[src/rtl/core/jtw_pkg.sv]
package jtw_pkg;
    localparam int MAX_DEPTH = 16;
    localparam int DEPTH_W = $clog2(MAX_DEPTH + 1);
    localparam int LVL_W = (MAX_DEPTH > 1) ? $clog2(MAX_DEPTH) : 1;

    localparam logic [3:0] TOK_ARR    = 4'd0;
    localparam logic [3:0] TOK_OBJ    = 4'd1;
    localparam logic [3:0] TOK_END    = 4'd2;
    localparam logic [3:0] TOK_NULL   = 4'd3;
    localparam logic [3:0] TOK_TRUE   = 4'd4;
    localparam logic [3:0] TOK_FALSE  = 4'd5;
    localparam logic [3:0] TOK_STRBEG = 4'd6;
    localparam logic [3:0] TOK_CHAR   = 4'd7;
    localparam logic [3:0] TOK_STREND = 4'd8;
    localparam logic [3:0] TOK_UINT   = 4'd9;
    localparam logic [3:0] TOK_SINT   = 4'd10;

    localparam logic [2:0] ERR_OK       = 3'd0;
    localparam logic [2:0] ERR_EMPTY    = 3'd1;
    localparam logic [2:0] ERR_ODD      = 3'd2;
    localparam logic [2:0] ERR_OVERFLOW = 3'd3;
    localparam logic [2:0] ERR_STRING   = 3'd4;

    typedef struct packed {
        logic [3:0]  func;
        logic [7:0]  char_byte;
        logic [63:0] number_value;
    } tok_t;

    typedef struct packed {
        logic [7:0] out_byte;
        logic       last;
        logic [2:0] error;
    } res_t;

    function automatic logic [7:0] hex_char(input logic [3:0] v);
        hex_char = (v < 4'd10) ? (8'h30 + {4'd0, v}) : (8'h37 + {4'd0, v});
    endfunction
endpackage

[src/rtl/core/jtw_stream_if.sv]
interface jtw_tok_if;
    logic             valid;
    logic             ready;
    jtw_pkg::tok_t    data;
    modport source (output valid, output data, input ready);
    modport sink (input valid, input data, output ready);
endinterface

interface jtw_res_if;
    logic             valid;
    logic             ready;
    jtw_pkg::res_t    data;
    modport source (output valid, output data, input ready);
    modport sink (input valid, input data, output ready);
endinterface

[src/rtl/core/json_token_stream_writer_top.sv]
// Token writer: turns JSON tokens into JSON text bytes.
// Channel tok (sink) takes one token beat: func, char_byte, number_value.
// Channel res (source) gives one beat per output byte, with last on the
// final byte of a token and error on a single rejected-token beat.
// One token is taken at a time; ready is low until its last beat leaves.
// A token is decoded, then each output byte is one beat on res; a string
// character gives 1, 2 or 6 bytes. Integers run a shared divide by ten
// built on a 32x32 multiplier, one digit per division, up to 20 digits.
// Digits go into a 20-entry buffer and are sent most significant first.
// Unused token codes are taken and cause no beat.
// Reset empties the nesting stack and leaves string mode.
// When the receiver holds ready low, the current beat stays on res and
// the sequencer waits; nothing is dropped.
module json_token_stream_writer_top (
    input  logic clk,
    input  logic rst_n,
    jtw_tok_if.sink   tok,
    jtw_res_if.source res
);
    import jtw_pkg::*;

    localparam logic [2:0] ST_IDLE = 3'd0;
    localparam logic [2:0] ST_EMIT = 3'd1;
    localparam logic [2:0] ST_DIV  = 3'd2;
    localparam logic [2:0] ST_DIG  = 3'd3;

    logic [2:0]  st_reg, st_next;
    logic [DEPTH_W-1:0] dep_reg, dep_next;
    logic        instr_reg, instr_next;
    logic [MAX_DEPTH-1:0] obj_mem, has_mem, odd_mem;
    logic [MAX_DEPTH-1:0] obj_next, has_next, odd_next;

    // small byte script: up to 8 bytes
    logic [7:0]  scr_reg [8];
    logic [7:0]  scr_next [8];
    logic [3:0]  slen_reg, slen_next;
    logic [3:0]  sidx_reg, sidx_next;
    logic        tonum_reg, tonum_next;
    logic [63:0] mag_reg, mag_next;
    logic [3:0]  dig_reg [20];
    logic [4:0]  dcnt_reg, dcnt_next;
    logic        dwr;
    logic        err_reg, err_next;
    logic [2:0]  ecode_reg, ecode_next;

    logic        dstart, ddone;
    logic [63:0] dq;
    logic [3:0]  dr;

    jtw_div10 u_div (
        .clk(clk), .rst_n(rst_n), .start(dstart), .dividend(mag_next),
        .done(ddone), .quotient(dq), .remainder(dr)
    );

    logic [LVL_W-1:0] top_i, new_i;
    logic             sep_need;
    logic [7:0]       sep_byte;
    logic [3:0]       f;
    logic [7:0]       c;

    assign top_i = LVL_W'(dep_reg - DEPTH_W'(1));
    assign new_i = LVL_W'(dep_reg);
    assign f = tok.data.func;
    assign c = tok.data.char_byte;

    always_comb
    begin
        sep_need = (dep_reg != '0) && has_mem[top_i];
        sep_byte = (obj_mem[top_i] && odd_mem[top_i]) ? 8'h3A : 8'h2C;
    end

    assign tok.ready = (st_reg == ST_IDLE);

    always_comb
    begin
        logic [3:0] k;
        st_next = st_reg;
        dep_next = dep_reg;
        instr_next = instr_reg;
        obj_next = obj_mem;
        has_next = has_mem;
        odd_next = odd_mem;
        slen_next = slen_reg;
        sidx_next = sidx_reg;
        tonum_next = tonum_reg;
        mag_next = mag_reg;
        dcnt_next = dcnt_reg;
        err_next = err_reg;
        ecode_next = ecode_reg;
        dstart = 1'b0;
        dwr = 1'b0;
        k = 4'd0;
        for (int i = 0; i < 8; i++)
            scr_next[i] = scr_reg[i];
        case (st_reg)
            ST_IDLE:
            begin
                if (tok.valid && f <= TOK_SINT)
                begin
                    err_next = 1'b0;
                    tonum_next = 1'b0;
                    sidx_next = 4'd0;
                    st_next = ST_EMIT;
                    if (instr_reg != (f == TOK_CHAR || f == TOK_STREND))
                    begin
                        err_next = 1'b1;
                        ecode_next = ERR_STRING;
                    end
                    else if (f == TOK_END)
                    begin
                        if (dep_reg == '0)
                        begin
                            err_next = 1'b1;
                            ecode_next = ERR_EMPTY;
                        end
                        else if (obj_mem[top_i] && odd_mem[top_i])
                        begin
                            err_next = 1'b1;
                            ecode_next = ERR_ODD;
                        end
                        else
                        begin
                            scr_next[0] = obj_mem[top_i] ? 8'h7D : 8'h5D;
                            k = 4'd1;
                            dep_next = dep_reg - DEPTH_W'(1);
                        end
                    end
                    else if ((f == TOK_ARR || f == TOK_OBJ) &&
                             dep_reg >= DEPTH_W'(MAX_DEPTH))
                    begin
                        err_next = 1'b1;
                        ecode_next = ERR_OVERFLOW;
                    end
                    else if ((f == TOK_STRBEG || f == TOK_UINT || f == TOK_SINT) &&
                             dep_reg == '0)
                    begin
                        err_next = 1'b1;
                        ecode_next = ERR_EMPTY;
                    end
                    else if (f == TOK_CHAR)
                    begin
                        k = 4'd2;
                        scr_next[0] = 8'h5C;
                        case (c)
                            8'h22: scr_next[1] = 8'h22;
                            8'h5C: scr_next[1] = 8'h5C;
                            8'h0A: scr_next[1] = 8'h6E;
                            8'h0D: scr_next[1] = 8'h72;
                            8'h08: scr_next[1] = 8'h62;
                            8'h0C: scr_next[1] = 8'h66;
                            8'h09: scr_next[1] = 8'h74;
                            default:
                            begin
                                if (c < 8'h20 || c > 8'h7F)
                                begin
                                    scr_next[1] = 8'h75;
                                    scr_next[2] = 8'h30;
                                    scr_next[3] = 8'h30;
                                    scr_next[4] = hex_char(c[7:4]);
                                    scr_next[5] = hex_char(c[3:0]);
                                    k = 4'd6;
                                end
                                else
                                begin
                                    scr_next[0] = c;
                                    k = 4'd1;
                                end
                            end
                        endcase
                    end
                    else if (f == TOK_STREND)
                    begin
                        scr_next[0] = 8'h22;
                        k = 4'd1;
                        instr_next = 1'b0;
                    end
                    else
                    begin
                        if (sep_need)
                        begin
                            scr_next[0] = sep_byte;
                            k = 4'd1;
                        end
                        case (f)
                            TOK_ARR, TOK_OBJ:
                            begin
                                scr_next[k[2:0]] = (f == TOK_OBJ) ? 8'h7B : 8'h5B;
                                k = k + 4'd1;
                            end
                            TOK_NULL:
                            begin
                                scr_next[k[2:0]] = 8'h6E;
                                scr_next[3'(k + 4'd1)] = 8'h75;
                                scr_next[3'(k + 4'd2)] = 8'h6C;
                                scr_next[3'(k + 4'd3)] = 8'h6C;
                                k = k + 4'd4;
                            end
                            TOK_TRUE:
                            begin
                                scr_next[k[2:0]] = 8'h74;
                                scr_next[3'(k + 4'd1)] = 8'h72;
                                scr_next[3'(k + 4'd2)] = 8'h75;
                                scr_next[3'(k + 4'd3)] = 8'h65;
                                k = k + 4'd4;
                            end
                            TOK_FALSE:
                            begin
                                scr_next[k[2:0]] = 8'h66;
                                scr_next[3'(k + 4'd1)] = 8'h61;
                                scr_next[3'(k + 4'd2)] = 8'h6C;
                                scr_next[3'(k + 4'd3)] = 8'h73;
                                scr_next[3'(k + 4'd4)] = 8'h65;
                                k = k + 4'd5;
                            end
                            TOK_STRBEG:
                            begin
                                scr_next[k[2:0]] = 8'h22;
                                k = k + 4'd1;
                                instr_next = 1'b1;
                            end
                            default:
                            begin
                                tonum_next = 1'b1;
                                mag_next = tok.data.number_value;
                                if (f == TOK_SINT && tok.data.number_value[63])
                                begin
                                    scr_next[k[2:0]] = 8'h2D;
                                    k = k + 4'd1;
                                    mag_next = 64'd0 - tok.data.number_value;
                                end
                            end
                        endcase
                        if (dep_reg != '0)
                        begin
                            has_next[top_i] = 1'b1;
                            odd_next[top_i] = ~odd_mem[top_i];
                        end
                        if (f == TOK_ARR || f == TOK_OBJ)
                        begin
                            obj_next[new_i] = (f == TOK_OBJ);
                            has_next[new_i] = 1'b0;
                            odd_next[new_i] = 1'b0;
                            dep_next = dep_reg + DEPTH_W'(1);
                        end
                    end
                    slen_next = k;
                    if (tonum_next)
                    begin
                        dcnt_next = 5'd0;
                        if (k == 4'd0)
                        begin
                            st_next = ST_DIV;
                            dstart = 1'b1;
                        end
                    end
                end
            end
            ST_EMIT:
            begin
                if (res.ready)
                begin
                    if (err_reg || sidx_reg + 4'd1 >= slen_reg)
                    begin
                        if (tonum_reg && !err_reg)
                        begin
                            st_next = ST_DIV;
                            dstart = 1'b1;
                        end
                        else
                            st_next = ST_IDLE;
                    end
                    else
                        sidx_next = sidx_reg + 4'd1;
                end
            end
            ST_DIV:
            begin
                if (ddone)
                begin
                    dwr = 1'b1;
                    dcnt_next = dcnt_reg + 5'd1;
                    mag_next = dq;
                    if (dq == 64'd0 || dcnt_reg == 5'd19)
                        st_next = ST_DIG;
                    else
                        dstart = 1'b1;
                end
            end
            ST_DIG:
            begin
                if (res.ready)
                begin
                    dcnt_next = dcnt_reg - 5'd1;
                    if (dcnt_reg == 5'd1)
                        st_next = ST_IDLE;
                end
            end
            default: st_next = ST_IDLE;
        endcase
    end

    always_ff @(posedge clk or negedge rst_n)
    begin
        if (!rst_n)
        begin
            st_reg <= ST_IDLE;
            dep_reg <= '0;
            instr_reg <= 1'b0;
        end
        else
        begin
            st_reg <= st_next;
            dep_reg <= dep_next;
            instr_reg <= instr_next;
        end
    end

    always_ff @(posedge clk)
    begin
        obj_mem <= obj_next;
        has_mem <= has_next;
        odd_mem <= odd_next;
        slen_reg <= slen_next;
        sidx_reg <= sidx_next;
        tonum_reg <= tonum_next;
        mag_reg <= mag_next;
        dcnt_reg <= dcnt_next;
        err_reg <= err_next;
        ecode_reg <= ecode_next;
        for (int i = 0; i < 8; i++)
            scr_reg[i] <= scr_next[i];
        if (dwr)
            dig_reg[dcnt_reg] <= dr;
    end

    always_comb
    begin
        res.valid = (st_reg == ST_EMIT) || (st_reg == ST_DIG);
        res.data.out_byte = scr_reg[sidx_reg[2:0]];
        res.data.error = ERR_OK;
        res.data.last = (sidx_reg + 4'd1 >= slen_reg) && !tonum_reg;
        if (st_reg == ST_EMIT && err_reg)
        begin
            res.data.out_byte = 8'h00;
            res.data.error = ecode_reg;
            res.data.last = 1'b1;
        end
        else if (st_reg == ST_DIG)
        begin
            res.data.out_byte = 8'h30 + {4'd0, dig_reg[dcnt_reg - 5'd1]};
            res.data.last = (dcnt_reg == 5'd1);
        end
    end
endmodule

[src/rtl/core/jtw_div10.sv]
module jtw_div10 (
    input  logic        clk,
    input  logic        rst_n,
    input  logic        start,
    input  logic [63:0] dividend,
    output logic        done,
    output logic [63:0] quotient,
    output logic [3:0]  remainder
);
    import jtw_pkg::*;

    localparam logic [63:0] RECIP = 64'hCCCC_CCCC_CCCC_CCCD;

    logic [63:0]  x_reg, x_next;
    logic [127:0] acc_reg, acc_next;
    logic [2:0]   step_reg, step_next;
    logic         busy_reg, busy_next;
    logic [31:0]  mul_a, mul_b;
    logic [63:0]  prod;
    logic [127:0] addend;
    logic [63:0]  q;
    logic [63:0]  q10;
    logic [63:0]  rem_full;

    always_comb
    begin
        mul_a = x_reg[31:0];
        mul_b = RECIP[31:0];
        case (step_reg)
            3'd1:
            begin
                mul_a = x_reg[63:32];
            end
            3'd2:
            begin
                mul_b = RECIP[63:32];
            end
            3'd3:
            begin
                mul_a = x_reg[63:32];
                mul_b = RECIP[63:32];
            end
            default:
            begin
            end
        endcase
        prod = 64'(mul_a) * 64'(mul_b);
        case (step_reg)
            3'd0: addend = {64'd0, prod};
            3'd3: addend = {prod, 64'd0};
            default: addend = {32'd0, prod, 32'd0};
        endcase

        x_next = x_reg;
        acc_next = acc_reg;
        step_next = step_reg;
        busy_next = busy_reg;
        if (start)
        begin
            x_next = dividend;
            acc_next = '0;
            step_next = 3'd0;
            busy_next = 1'b1;
        end
        else if (busy_reg)
        begin
            if (step_reg == 3'd4)
                busy_next = 1'b0;
            else
            begin
                acc_next = acc_reg + addend;
                step_next = step_reg + 3'd1;
            end
        end
    end

    always_ff @(posedge clk or negedge rst_n)
    begin
        if (!rst_n)
        begin
            busy_reg <= 1'b0;
            step_reg <= 3'd0;
        end
        else
        begin
            busy_reg <= busy_next;
            step_reg <= step_next;
        end
    end

    always_ff @(posedge clk)
    begin
        x_reg <= x_next;
        acc_reg <= acc_next;
    end

    assign q = {3'd0, acc_reg[127:67]};
    assign q10 = {q[60:0], 3'd0} + {q[62:0], 1'b0};
    assign rem_full = x_reg - q10;

    assign done = busy_reg && (step_reg == 3'd4);
    assign quotient = q;
    assign remainder = rem_full[3:0];
endmodule

[src/flat_wrapper.sv]
// flat-port wrapper written by rule: the top's interface ports become plain ports
module json_token_stream_writer_top_flat import jtw_pkg::*;
  (clk, rst_n, tok_valid, tok_data, tok_ready, res_valid, res_data, res_ready);
  jtw_tok_if tok_i ();
  jtw_res_if res_i ();
  input  logic clk;
  input  logic rst_n;
  input wire logic [$bits(tok_i.valid)-1:0] tok_valid;
  input wire logic [$bits(tok_i.data)-1:0] tok_data;
  output wire logic [$bits(tok_i.ready)-1:0] tok_ready;
  output wire logic [$bits(res_i.valid)-1:0] res_valid;
  output wire logic [$bits(res_i.data)-1:0] res_data;
  input wire logic [$bits(res_i.ready)-1:0] res_ready;
  assign tok_i.valid = tok_valid;
  assign tok_i.data = tok_data;
  assign tok_ready = tok_i.ready;
  assign res_valid = res_i.valid;
  assign res_data = res_i.data;
  assign res_i.ready = res_ready;
  json_token_stream_writer_top u_core (.clk(clk), .rst_n(rst_n), .tok(tok_i), .res(res_i));
endmodule
[config.mk]
export PLATFORM = sky130hd
export DESIGN_NAME = json_token_stream_writer_top_flat
export DESIGN_NICKNAME = d
export VERILOG_FILES = /design/src/rtl/core/jtw_pkg.sv /design/src/rtl/core/jtw_stream_if.sv /design/src/rtl/core/json_token_stream_writer_top.sv /design/src/rtl/core/jtw_div10.sv /design/src/flat_wrapper.sv
export SDC_FILE = /design/constraint.sdc
export NUM_CORES = 2
export LEC_CHECK = 0
export BUFFER_PORTS_ARGS = -buffer_cell sky130_fd_sc_hd__buf_2
export CAP_MARGIN = 20
export CORE_ASPECT_RATIO = 1.5
export CORE_MARGIN = 2
export CORE_UTILIZATION = 39
export CTS_CLUSTER_DIAMETER = 80
export DETAILED_ROUTE_END_ITERATION = 8
export PLACE_DENSITY = 0.6
export SETUP_SLACK_MARGIN = 0.4
export SLEW_MARGIN = 15
export SYNTH_ARGS = -nofsm -noshare
export SYNTH_HDL_FRONTEND = slang
export SYNTH_SLANG_ARGS = --single-unit
[constraint.sdc]
create_clock -name clk -period 11.9 [get_ports clk]
set_input_delay 3.57 -clock clk [delete_from_list [all_inputs] [get_ports clk]]
set_output_delay 3.57 -clock clk [all_outputs]
set_load 0.02 [all_outputs]
==> run metrics <==
outcome completed; Ys Warns 0; Critical Path RT 12.45 ns; Worst-Skew Late Latency 0.67 ns; Die Width 296 um; Worst Max-Slew Pin Slew 1.08 ns; mapped cell area 49800 um2; crit share post-route 0.998; type of the worst min-delay path flop to flop; placed cell count 8043; CTS HTree Levels 2; Worst Setup Start Kind flop; Mean Syn Cell Area 8.91 um2; 1st-pass router iterations 8; Net count, final 7493; clock root buffer clkbuf_16; Reg clk slew, reported paths 0.07 ns; max-capacitance violation count 0; starting density of the core 0.393; max-slew violation count 0; number of synthesized flops with an enable pin 273; gr ovfl total 0; Async S/R FF share, synth 0.0250; global-route wire length before repair 298000 um; RSZ-0062 raised after global routing yes; routability cong. 1.09; CP most frequent cell fa_1; crit path capture type flop; sequential area share after synthesis 0.249; final setup fails 0; Rel. slew slack 0.275; CP Buf/Inv Count 16; f_max 84.2 MHz; total CTS buffers 48; Row Count 160; WL/cell 24.6 um; CP max FO 5; routed vias/inst 5.56; largest stage delay on the critical path 0.55 ns; Detail Placement HPWL 167000 um; CORE AREA 127000 um2; IO buf count 93; # IOs 94; post-route minimum period 11.87 ns; layout cells sized above 1 0.273; final hold vios 0; Routed Antenna Nets 0; Synth Instances 5586; Overall Global Routing Usage 0.309; area grow syn2layout 28.9%; CTS tree done; commonest non-fill, non-tap cell in the layout buf_4; DR vias 45900; Synth Register Bits 480; # DRC 0; Die Y 441 um; critical path's top delay family adder cells; Initial DRC Count 3370; max FFs per register 128; clk sinks 480; Post-Route WL 203000 um; total die area 131000 um2; Slowest-stage cell, CP fa_1; initial antenna violation count 4; final std cells w/o fill 8266; WS Path Type flop to flop; vias in the first global route 47700; CTS Buffer Depth 3; Fin Clk Skew 0.0589 ns; Synth Flop Type edfxtp_1; Synth Net Count 6559; most frequent cells in the layout buf_4, inv_1, nand2_1; WP data arrival 12.42 ns; largest net degree at the start of global routing 74; Synth cell types 96; Hold Buf Count CTS 0
[metal layers]
layer  track usage  vias up  routed length (um)
met5             0        -                   0
met4         0.266        0               22100
met3        0.0326      683                9630
met2         0.549     1729              101000
met1         0.325    22400               70200
li1              -    21100                   -
[path summary, 6_finish.rpt]
path,start,endpoint,slack [ns],cells past startpoint
min in group asynchronous,rst_n,u_core.u_div.step_reg[0]$_DFFE_PN0P_,2.84,1
setup reg to reg,u_core.u_div.step_reg[1]$_DFFE_PN0P_,u_core.u_div.acc_reg[124]$_SDFFE_PP0P_,0.03,55
setup / recovery,u_core.u_div.step_reg[1]$_DFFE_PN0P_,u_core.u_div.acc_reg[124]$_SDFFE_PP0P_,0.03,55
hold / removal,u_core.u_div.acc_reg[56]$_SDFFE_PP0P_,u_core.u_div.acc_reg[56]$_SDFFE_PP0P_,0.46,2
hold reg to reg,u_core.u_div.acc_reg[56]$_SDFFE_PP0P_,u_core.u_div.acc_reg[56]$_SDFFE_PP0P_,0.46,2
max in group asynchronous,rst_n,u_core.u_div.step_reg[2]$_DFFE_PN0P_,8.74,1
[cells in the mapped netlist, types with 40 or more instances]
cell	instances	area [um2]
ha_1	503	6290
mux2_2	41	462
nand2_1	536	2010
a21o_1	97	728
nand4_1	66	413
o22ai_1	55	344
mux4_2	52	1170
o21bai_1	43	323
clkbuf_1	205	769
dfxtp_1	195	3900
nor2b_1	48	300
fa_1	390	7810
xnor2_1	182	1590
edfxtp_1	273	8200
and2_1	58	363
nor3_1	74	370
inv_1	730	2740
o21ai_0	314	1570
a31oi_1	40	250
nand3_1	58	290
a21oi_1	491	2460
xor2_1	124	1090
nor2_1	428	1610
[worst reg2reg max path, delay by kind of cell (launching register included)]
kind / cells / cell delay [ns]
DFF: 1 / 0.39
buffers and inverters: 16 / 1.58
muxes: 1 / 0.37
AOI/OAI and AO/OA: 19 / 3.73
and+or+nand+nor: 5 / 0.79
xor gates and xnor gates: 2 / 0.38
adders and majority gates: 12 / 4.50
[final cells by class]
type | count | area (um2)
tap | 1701 | 2130
multi-input combinational | 4121 | 36500
timing repair buffer | 1138 | 8690
clock buffer | 67 | 1340
clock inverter | 23 | 270
sequential | 480 | 12400
fill | 11700 | 62600
antenna | 5 | 12.5
inverter | 731 | 2760
[metrics by stage]
stage	setup slack (ns)	hold slack, ns	area (um2)	utilization	setup TNS (ns)
detailed placement	-0.810	0.452	58500	0.462	-18.81
finish	0.0282	0.459	64100	0.506	0
global route	-0.284	0.478	64100	0.506	-2.56
global placement	-0.789	0.443	58500	0.462	-17.13
CTS	0.232	0.461	62600	0.494	0
floorplan	0.432	0.426	49900	-	0
[cells by family (layout without fill, tap and decap cells)]
logic type	count (synthesis)	after routing	synth area share
XOR/XNOR	308	308	0.0545
adder cells (fa/ha/maj)	893	893	0.283
other	0	5	0
flip-flops	480	480	0.249
multiplexers	132	132	0.0407
buffers and inverters	985	1959	0.0751
AND/OR/NAND/NOR	1447	1447	0.134
AO/OA/AOI/OAI	1341	1341	0.163
[timing repair]
item,in CTS,in global routing
setup endpoints to repair,65,67
pin swaps,226,178
buffers inserted,69,56
gates resized for setup,399,241
cloned,1,0
Power is not shown: default switching activity piles up to over one toggle a cycle in this logic, so the estimate is an artifact.
